### src/hw/rtl/fts_pkg.sv
// Shared types and constants for the frame time statistics core.
package fts_pkg;
	localparam int unsigned TopDepthDefault = 16;
	localparam int unsigned DataW = 32;
	localparam int unsigned RankW = 4;
	localparam logic OpCollect = 1'b0;
	localparam logic OpClear = 1'b1;

	typedef logic [DataW-1:0] data_t;

	// Command broadcast from the sequencer to every top-list cell.
	typedef struct packed {
		logic clear;   // zero the cell
		logic load;    // take the carry from the left neighbor
		logic shift;   // rotate values one step toward rank 0 for readout
	} cell_ctrl_t;
endpackage

### src/hw/rtl/fts_divider.sv
// Iterative signed-by-unsigned divider, one quotient bit per cycle, truncating.
module fts_divider (
	input  logic                 clk,
	input  logic                 arst_n,
	input  logic                 start,
	input  logic signed [32:0]   dividend,
	input  fts_pkg::data_t       divisor,
	output logic                 done,
	output logic signed [32:0]   quotient
);
	import fts_pkg::*;

	logic [31:0] rem_q;
	logic [31:0] quo_q;
	logic [31:0] dvs_q;
	logic        neg_q;
	logic [5:0]  cnt_q;
	logic        busy_q;
	logic [32:0] trial;

	assign trial = {rem_q, quo_q[31]} - {1'b0, dvs_q};

	always_ff @(posedge clk or negedge arst_n) begin
		if (!arst_n) begin
			busy_q <= 1'b0;
			done <= 1'b0;
			cnt_q <= '0;
		end else begin
			done <= 1'b0;
			if (start) begin
				busy_q <= 1'b1;
				cnt_q <= 6'd32;
				neg_q <= dividend[32];
				quo_q <= dividend[32] ? 32'(-dividend) : dividend[31:0];
				dvs_q <= divisor;
				rem_q <= '0;
			end else if (busy_q) begin
				if (!trial[32]) begin
					rem_q <= trial[31:0];
					quo_q <= {quo_q[30:0], 1'b1};
				end else begin
					rem_q <= {rem_q[30:0], quo_q[31]};
					quo_q <= {quo_q[30:0], 1'b0};
				end
				cnt_q <= cnt_q - 6'd1;
				if (cnt_q == 6'd1) begin
					busy_q <= 1'b0;
					done <= 1'b1;
				end
			end
		end
	end

	assign quotient = neg_q ? -$signed({1'b0, quo_q}) : $signed({1'b0, quo_q});
endmodule

### src/hw/rtl/fts_top_cell.sv
// One rank of the descending top list: compare, keep the larger, pass the smaller.
module fts_top_cell (
	input  logic                clk,
	input  logic                arst_n,
	input  fts_pkg::cell_ctrl_t ctrl,
	input  logic                active,
	input  fts_pkg::data_t      carry_in,
	output fts_pkg::data_t      carry_out,
	input  fts_pkg::data_t      rot_in,
	output fts_pkg::data_t      value
);
	import fts_pkg::*;

	data_t val_q;
	data_t carry_q;

	assign value = val_q;
	assign carry_out = carry_q;

	always_ff @(posedge clk or negedge arst_n) begin
		if (!arst_n) begin
			val_q <= '0;
			carry_q <= '0;
		end else if (ctrl.clear) begin
			val_q <= '0;
			carry_q <= '0;
		end else if (ctrl.shift) begin
			val_q <= rot_in;
		end else if (ctrl.load) begin
			if (active && carry_in > val_q) begin
				val_q <= carry_in;
				carry_q <= val_q;
			end else begin
				carry_q <= carry_in;
			end
		end
	end
endmodule

### src/hw/rtl/frame_time_statistics_core.sv
// Top level of the frame time statistics core: sequencer, divider and top-list cells.
//
// Channel  Direction  Handshake       Payload
// in       input      in_valid/stall  operation, sample_ms, in_critical_frame,
//                                     critical_frame_count
// out      output     out_valid/stall sample_count .. critical_mean_ms, rank,
//                                     top_value_ms, last
// cfg      input      valid/ready     budget
//
// A collect transaction after the first runs the shared bit-serial divider twice
// (mean, deviation), and a third time for the critical mean only when the sample
// is over budget in a critical frame with a nonzero frame count. Then the carry
// ripples down the cell row, one rank per cycle, and TOP_DEPTH output transactions
// follow, one per cycle when out_stall is low. A clear or a first sample goes
// straight to output. The row rotates one rank per output transaction.
// Reset clears all statistics and the budget.
// One item is worked on at a time; in_stall is high until its last result leaves.
module frame_time_statistics_core #(
	parameter int unsigned TOP_DEPTH = fts_pkg::TopDepthDefault
) (
	input  logic                     clk,
	input  logic                     arst_n,
	input  logic                     in_valid,
	output logic                     in_stall,
	input  logic                     operation,
	input  fts_pkg::data_t           sample_ms,
	input  logic                     in_critical_frame,
	input  fts_pkg::data_t           critical_frame_count,
	input  logic                     cfg_valid,
	output logic                     cfg_ready,
	input  fts_pkg::data_t           budget,
	output logic                     out_valid,
	input  logic                     out_stall,
	output fts_pkg::data_t           sample_count,
	output fts_pkg::data_t           mean_ms,
	output fts_pkg::data_t           deviation_ms,
	output fts_pkg::data_t           max_ms,
	output fts_pkg::data_t           over_budget_count,
	output fts_pkg::data_t           critical_over_budget_count,
	output fts_pkg::data_t           critical_mean_ms,
	output logic [fts_pkg::RankW-1:0] rank,
	output fts_pkg::data_t           top_value_ms,
	output logic                     last
);
	import fts_pkg::*;

	localparam int unsigned IdxW = (TOP_DEPTH > 1) ? $clog2(TOP_DEPTH) : 1;
	localparam int unsigned CntW = $clog2(TOP_DEPTH + 1);

	typedef enum logic [2:0] {
		S_IDLE, S_MEAN, S_DEV, S_CRIT, S_RIPPLE, S_OUT
	} state_t;

	state_t state_q;
	data_t budget_q;
	data_t count_q, mean_q, dev_q, max_q, over_q, crit_over_q, crit_mean_q;
	data_t smp_q, ccount_q;
	logic crit_q;
	logic [CntW-1:0] step_q;
	logic [CntW-1:0] fill_q;   // ranks taking part in the insertion
	logic [IdxW-1:0] rank_q;

	cell_ctrl_t ctrl;
	logic div_start, div_done;
	logic signed [32:0] div_num, div_q;
	data_t div_den;

	data_t carry [TOP_DEPTH+1];
	data_t vals [TOP_DEPTH];

	assign cfg_ready = 1'b1;
	always_ff @(posedge clk or negedge arst_n) begin
		if (!arst_n) budget_q <= '0;
		else if (cfg_valid) budget_q <= budget;
	end

	fts_divider u_div (
		.clk(clk), .arst_n(arst_n), .start(div_start), .dividend(div_num),
		.divisor(div_den), .done(div_done), .quotient(div_q)
	);

	// Carry enters rank 0 as the sample; it is registered in each cell.
	// Cell g compares only at ripple step g, when its left neighbor's carry is fresh.
	assign carry[0] = smp_q;
	for (genvar g = 0; g < TOP_DEPTH; g++) begin : g_cell
		fts_top_cell u_cell (
			.clk(clk), .arst_n(arst_n), .ctrl(ctrl),
			.active((CntW'(g) < fill_q) && (step_q == CntW'(g))),
			.carry_in(g == 0 ? smp_q : carry[g]),
			.carry_out(carry[g+1]),
			.rot_in(vals[(g + 1) % TOP_DEPTH]),
			.value(vals[g])
		);
	end

	assign in_stall = (state_q != S_IDLE);
	assign out_valid = (state_q == S_OUT);
	assign sample_count = count_q;
	assign mean_ms = mean_q;
	assign deviation_ms = dev_q;
	assign max_ms = max_q;
	assign over_budget_count = over_q;
	assign critical_over_budget_count = crit_over_q;
	assign critical_mean_ms = crit_mean_q;
	assign rank = RankW'(rank_q);
	assign top_value_ms = vals[0];
	assign last = (rank_q == IdxW'(TOP_DEPTH - 1));

	logic in_acc, over_hit;
	data_t absd, new_mean;
	assign in_acc = in_valid && !in_stall;
	assign over_hit = (budget_q != '0) && (smp_q > budget_q);
	assign new_mean = 32'($signed({1'b0, mean_q}) + div_q);
	assign absd = (smp_q >= new_mean) ? smp_q - new_mean : new_mean - smp_q;

	// Cell and divider control. Ripple: one rank per cycle, carry hops each cycle.
	always_comb begin
		ctrl = '0;
		ctrl.clear = in_acc && (operation == OpClear);
		ctrl.load = (state_q == S_RIPPLE);
		ctrl.shift = out_valid && !out_stall;
		div_start = 1'b0;
		div_num = '0;
		div_den = count_q;
		case (state_q)
			S_IDLE: begin
				if (in_acc && operation == OpCollect && count_q != '0) begin
					div_start = 1'b1;
					div_num = $signed({1'b0, sample_ms}) - $signed({1'b0, mean_q});
					div_den = (count_q == '1) ? count_q : count_q + 32'd1;
				end
			end
			S_MEAN: begin
				if (div_done) begin
					div_start = 1'b1;
					div_num = $signed({1'b0, absd}) - $signed({1'b0, dev_q});
				end
			end
			S_DEV: begin
				if (div_done && over_hit && crit_q && ccount_q != '0) begin
					div_start = 1'b1;
					div_num = $signed({1'b0, smp_q}) - $signed({1'b0, crit_mean_q});
					div_den = ccount_q;
				end
			end
			default: ;
		endcase
	end

	always_ff @(posedge clk or negedge arst_n) begin
		if (!arst_n) begin
			state_q <= S_IDLE;
			count_q <= '0; mean_q <= '0; dev_q <= '0; max_q <= '0;
			over_q <= '0; crit_over_q <= '0; crit_mean_q <= '0;
			step_q <= '0; fill_q <= '0; rank_q <= '0;
		end else begin
			case (state_q)
				S_IDLE: begin
					rank_q <= '0;
					fill_q <= '0;
					if (in_acc) begin
						smp_q <= sample_ms;
						crit_q <= in_critical_frame;
						ccount_q <= critical_frame_count;
						if (operation == OpClear) begin
							count_q <= '0; mean_q <= '0; dev_q <= '0; max_q <= '0;
							over_q <= '0; crit_over_q <= '0; crit_mean_q <= '0;
							state_q <= S_OUT;
						end else if (count_q == '0) begin
							count_q <= 32'd1;
							mean_q <= sample_ms;
							dev_q <= '0;
							max_q <= '0;
							state_q <= S_OUT;
						end else begin
							if (count_q != '1) count_q <= count_q + 32'd1;
							state_q <= S_MEAN;
						end
					end
				end
				S_MEAN: if (div_done) begin
					mean_q <= new_mean;
					state_q <= S_DEV;
				end
				S_DEV: if (div_done) begin
					dev_q <= 32'($signed({1'b0, dev_q}) + div_q);
					if (smp_q > max_q) max_q <= smp_q;
					if (over_hit) begin
						if (over_q != '1) over_q <= over_q + 32'd1;
						if (crit_q && crit_over_q != '1) crit_over_q <= crit_over_q + 32'd1;
					end
					fill_q <= (count_q >= 32'(TOP_DEPTH)) ? CntW'(TOP_DEPTH)
						: CntW'(count_q);
					step_q <= '0;
					state_q <= (over_hit && crit_q && ccount_q != '0) ? S_CRIT : S_RIPPLE;
				end
				S_CRIT: if (div_done) begin
					crit_mean_q <= 32'($signed({1'b0, crit_mean_q}) + div_q);
					state_q <= S_RIPPLE;
				end
				S_RIPPLE: begin
					step_q <= step_q + CntW'(1);
					if (step_q == CntW'(TOP_DEPTH - 1)) state_q <= S_OUT;
				end
				S_OUT: if (!out_stall) begin
					rank_q <= rank_q + IdxW'(1);
					if (rank_q == IdxW'(TOP_DEPTH - 1)) state_q <= S_IDLE;
				end
				default: state_q <= S_IDLE;
			endcase
		end
	end
endmodule
### config.mk
export PLATFORM = sky130hd
export DESIGN_NAME = frame_time_statistics_core
export DESIGN_NICKNAME = d
export VERILOG_FILES = /design/src/hw/rtl/fts_pkg.sv /design/src/hw/rtl/fts_divider.sv /design/src/hw/rtl/fts_top_cell.sv /design/src/hw/rtl/frame_time_statistics_core.sv
export SDC_FILE = /design/constraint.sdc
export NUM_CORES = 2
export LEC_CHECK = 0
export BUFFER_PORTS_ARGS = -buffer_cell sky130_fd_sc_hd__buf_2
export CAP_MARGIN = 20
export CORE_UTILIZATION = 35
export CTS_BUF_LIST = sky130_fd_sc_hd__clkbuf_16
export CTS_CLUSTER_SIZE = 12
export DETAILED_ROUTE_END_ITERATION = 12
export SETUP_SLACK_MARGIN = 0.02
export SLEW_MARGIN = 10
export SYNTH_ARGS = -nofsm -noshare
export SYNTH_HDL_FRONTEND = slang
export SYNTH_HIERARCHICAL = 1
export SYNTH_SLANG_ARGS = --single-unit
### constraint.sdc
create_clock -name clk -period 13.7 [get_ports clk]
set_input_delay 3.425 -clock clk [delete_from_list [all_inputs] [get_ports clk]]
set_output_delay 3.425 -clock clk [all_outputs]
set_load 0.1 [all_outputs]
* After elaboration in Yosys (flattened, before gate mapping) *
Cells that the tools add are included.

word-level totals
  input port bits = 103
  output and inout bits = 264
  bits in registers = 1435
  logic and storage cells = 454

cells by class
  reductions and logical operators = 109
  multiplexer cells = 198
  equal/unequal tests = 40
  bitwise gates (word level) = 1
  add/sub/neg operators = 17
  magnitude comparators = 36

operator list
  operator                                                                              count
  32-bit two-way mux                                                                    156
  32-bit greater-than comparator                                                        18
  32-bit one-hot mux with 2 select lines                                                7
  33-bit two-way mux                                                                    3
  33-bit one-hot mux with 3 select lines                                                1
  32-bit by 32-bit subtractor with 33-bit output                                        3
  32-bit by 1-bit adder with 32-bit output, second input constant                       3
  32-bit adder                                                                          3
  32-bit != test, second input constant                                                 3
  32-bit nonzero test                                                                   3
  32-bit negation                                                                       2
  32-bit subtractor                                                                     2
  3-bit nonzero test                                                                    19
  1-bit logical AND                                                                     44
  2-bit AND reduction                                                                   22
  5-bit by 4-bit == test with 1-bit output, second input constant                       8
  4-bit by 5-bit less-than comparator with 1-bit output, first input constant           8
  33-bit by 32-bit subtractor with 33-bit output                                        1
  32-bit == test, second input constant                                                 1
  32-bit greater-or-equal comparator                                                    1
  32-bit by 5-bit greater-or-equal comparator with 1-bit output, second input constant  1
  32-bit logical NOT                                                                    1
  3-bit two-way mux                                                                     10
  5-bit by 3-bit == test with 1-bit output, second input constant                       4
  other kinds (34)                                                                      77

* Logic depth before layout (Yosys ltp) *
  word-level depth = 11
  mapped depth = 47
  mapped depth without buffers = 45

* Cells and area by module *
Netlist, hierarchy kept.

modules (own cells, without submodules)
  module                                cells an instance  times used  area each (sq um)  sequential area each (sq um)
  fts_top_cell (g_cell[15].u_cell ...)  399                10          4132.7             1601.5
  frame_time_statistics_core            3725               1           30704.4            8783.4
  fts_top_cell (g_cell[0].u_cell ...)   398                6           3968.8             1601.5
  fts_divider                           850                1           7686.1             3113.0

* Least setup slack after synthesis *
Ideal clock, no wire load.

  path type = flip-flop to flip-flop
  start point = register u_div.quo_q[9]
  end point = register u_div.quo_q[28] (data pin)
  period minus slack after synthesis = 10505 ps
  arrival = 10235 ps
  setup time = 270 ps
  cell stages (with the launch flop) = 46
  required time = 13430 ps
  path buffers = 2
  slack = 3195 ps
  cell sequence = edfxtp_1 nor4_1 nand4_1 or4_1 or4_1 o21ai_0 xnor2_1 ha_1 nand2_1 nand2b_1 or3_1 a211oi_1 nor2_1 a21oi_1 o21bai_1 xnor2_1 inv_1 ha_1 (+10 left out) xnor2_1 ha_1 a21o_1 a21o_1 o41ai_1 o21ai_0 a21o_1 a21oi_1 xor2_1 o21ai_0 or4_1 or4_1 or2_2 or3_4 nand2b_4 o21ai_2 xor2_1 a21oi_1

between the ends
  word-level cells in the longest chain between the ends = 11
  elaborated cells between the ends (all ways) = 13
  those cells by class = add/sub: 6; order compare: 1; mux: 6

ends and longest elaborated chain
  what                                            RTL line                           text
  from (decl)                                     fts_divider.sv:14                  logic [31:0] quo_q;
  from (signal assigned)                          fts_divider.sv:34                  quo_q <= dividend[32] ? 32'(-dividend) : dividend[31:0];
  from (signal assigned)                          fts_divider.sv:40                  quo_q <= {quo_q[30:0], 1'b1};
  from (signal assigned)                          fts_divider.sv:43                  quo_q <= {quo_q[30:0], 1'b0};
  32-bit negation                                 fts_divider.sv:54                  assign quotient = neg_q ? -$signed({1'b0, quo_q}) : $signed({1'b0, quo_q});
  32-bit two-way mux                              fts_divider.sv:54
  named net div_q[22]                             frame_time_statistics_core.sv:65   logic signed [32:0] div_num, div_q;
  32-bit adder                                    frame_time_statistics_core.sv:113  assign new_mean = 32'($signed({1'b0, mean_q}) + div_q);
  32-bit greater-or-equal comparator              frame_time_statistics_core.sv:114  assign absd = (smp_q >= new_mean) ? smp_q - new_mean : new_mean - smp_q;
  32-bit two-way mux                              frame_time_statistics_core.sv:114
  32-bit by 32-bit subtractor with 33-bit output  frame_time_statistics_core.sv:136  div_num = $signed({1'b0, absd}) - $signed({1'b0, dev_q});
  33-bit two-way mux                              frame_time_statistics_core.sv:134  if (div_done) begin
  33-bit one-hot mux with 3 select lines          frame_time_statistics_core.sv:125  case (state_q)
  named net div_num[17]                           frame_time_statistics_core.sv:65
  32-bit negation                                 fts_divider.sv:34
  32-bit two-way mux                              fts_divider.sv:34
  32-bit two-way mux                              fts_divider.sv:30                  if (start) begin

The timed path passes the listed nets, and every way through them passes these cells.
A chain may end at the register's enable or synchronous reset.

* Worst setup path in the final report *
  start point = register u_div.quo_q[3]
  end point = register u_div.quo_q[31] (data pin)

The elaborated chain is that of the path after synthesis.

==> run summary <==
• status: finished, final reports clean
• cell family contributing the most delay on the critical path: simple AND/OR/NAND/NOR gates
• clock network latency to the later pin of the worst-skew pair: 880 ps
• depth of the most critical reg-to-reg path: 44
• number of gates on the worst path with buffers counted: 44
• Synthesized Nets: 11790
• kind of capture point of the worst setup path: flip-flop
• WP buf/inv: 3
• TritonCTS Sinks: 1435
• min Tclk post-route: 12940 ps
• chip height: 541.9 um
• Worst Slack Setup Final: 756.1 ps
• Worst slew margin: 19.85%
• worst path arrival time: 13510 ps
• post-detailed-placement half-perimeter wirelength: 241600 um
• cell with the largest stage delay on the worst path: or4_1
• count of yosys warnings during synthesis: 6
• hold violation total from the final report: 0
• wire length of the first global-routing pass: 496500 um
• Setup WS pre-CTS: 1042 ps
• # setup viols final: 0
• initial antenna violation count: 29
• vias: 81890
• max FFs per register: 512
• M3 GR Usage: 3.327%
• number of cells in the design after placement: 14700
• required time of the worst setup path: 14270 ps
• total wirelength of the detailed-routed design: 323500 um
• cts hold-fix bufs: 0
• area of the mapped netlist: 102000 um2
• placement row count: 197
• Post-Route Setup TNS: 0 ps
• Max-Cap Viols: 0
• crit path launch type: flip-flop
• count of input and output buffers: 365
• share of cells above drive strength 1: 12.88%
• Area growth syn-to-layout: 10.88%
• grt ovf: 0
• via density per instance: 5.451
• count of pins on the block boundary: 367
• Period Utilization, post-route: 94.48%
• post-layout instance count excluding filler cells: 15020
• Power Dens Cells: 113.8 nW/um2
• H-tree depth: 4
• Post-Syn Instances: 10810
• CORE AREA: 288900 um2
• GR met1 Demand/Resource: 30.24%
• initial cell density of the core: 35.32%
• FMAX: 0.07726 GHz
• maximum number of pins on one net before global-route repair: 166
• standard cell area after detailed placement: 107700 um2
• total track usage: 21.58%
• Iteration-0 DRC Markers: 6349
• DRC violation count after routing: 0
• met2 GRT Util: 34.21%
• actual transition at the worst max-transition pin: 1195 ps
• Max Fanout on Critical Path: 8
• cell repeated most along the worst path: or4_1
• Final Util: 39.16%
• via count of the first global-routing pass: 80010
• worst clock skew on the final layout: 78.12 ps
• clock buffer depth: 4
• path type of the worst setup path: flip-flop to flip-flop
• Pre-antenna DRT Iters: 6
• die outline width: 541.9 um
• Final Cell Area: 113100 um2
• Die Footprint: 293700 um2
• Root Buffer: clkbuf_16
• wire per inst: 21.53 um
• most common cell after layout, fill and taps aside: dfrtp_1
• setup repair after global routing missed its margin: false
• largest voltage drop on the vdd net: 103.5 uV
• worst hold path stage count: 2
• routability congestion estimate: 0.9192
• final number of max-transition violations: 0
• mean area per synthesized cell: 9.439 um2
• CTS tree: yes
• layer with the highest usage: met2
• highest-count cells in the layout ignoring fill and taps: dfrtp_1 (1271), mux2i_1 (1012), nand2_1 (963), inv_1 (947), nor2_1 (894)
• CTS clk-pin slew, worst paths: 70 ps
• leakage power: 53.68 nW
• Max stage delay on crit path: 600 ps
• post-route antenna net violation count: 0
• path type of the worst min-delay path: flip-flop to flip-flop
• # nets final: 11990
• number of CTS-inserted buffers: 175
==> worst register-to-register path: cells and delay by family, from the launching register on <==
kind | cells | cell delay (ps)
XOR/XNOR | 5 | 1130
buffers and inverters | 3 | 540
flip-flops | 1 | 460
AO/OA/AOI/OAI | 12 | 2720
adder cells (fa/ha/maj) | 3 | 1120
AND/OR/NAND/NOR | 20 | 6370
multiplexers | 1 | 360
==> final cells by class <==
class                      instances  area, um2
fill                           29090     175800
multi-input combinational       7956      59590
sequential                      1435      36720
tap                             3880       4855
clock buffer                     181       4529
inverter                         899       3382
timing repair buffer             534       3308
clock inverter                   125      700.7
antenna                           13      32.53
==> routing by layer <==
metal / vias up / routed length, um
li1: 38850 / -
met1: 40300 / 149800
met2: 2257 / 145300
met3: 469 / 18790
met4: 18 / 9556
met5: - / 108
==> stage by stage <==
stage / power (mW) / hold slack (ps)
2_1_floorplan: 7.417 / 468.8
3_3_place_gp: 8.511 / 488.3
3_5_place_dp: 8.456 / 496.1
4_1_cts: 12.92 / 509.6
5_1_grt: 13.52 / 535.5
6_report: 12.87 / 509.5
==> power by group <==
group / switching, mW / internal (mW)
Clock: 1.94 / 2.47
Sequential: 0.0923 / 4.44
Combinational: 2.49 / 1.45
==> final timing paths <==
kind / start / end / slack [ps]
worst max-delay path: u_div/quo_q[3]$_DFFE_PP_ / u_div/quo_q[31]$_DFFE_PP_ / 760
worst min-delay path: step_q[4]$_DFFE_PN0P_ / step_q[4]$_DFFE_PN0P_ / 510
worst max register to register: u_div/quo_q[3]$_DFFE_PP_ / u_div/quo_q[31]$_DFFE_PP_ / 760
worst min register to register: step_q[4]$_DFFE_PN0P_ / step_q[4]$_DFFE_PN0P_ / 510
max in group asynchronous: arst_n / g_cell[9].u_cell/value[1]$_DFFE_PN0P_ / 9050
min in group asynchronous: arst_n / u_div/busy_q$_DFF_PN0_ / 2510
==> timing repair <==
action | CTS | global route
buffers inserted | 0 | 0
endpoints found under the setup margin | 0 | 1
resized for setup | 0 | 1
Power figures use the tool's default switching activity.
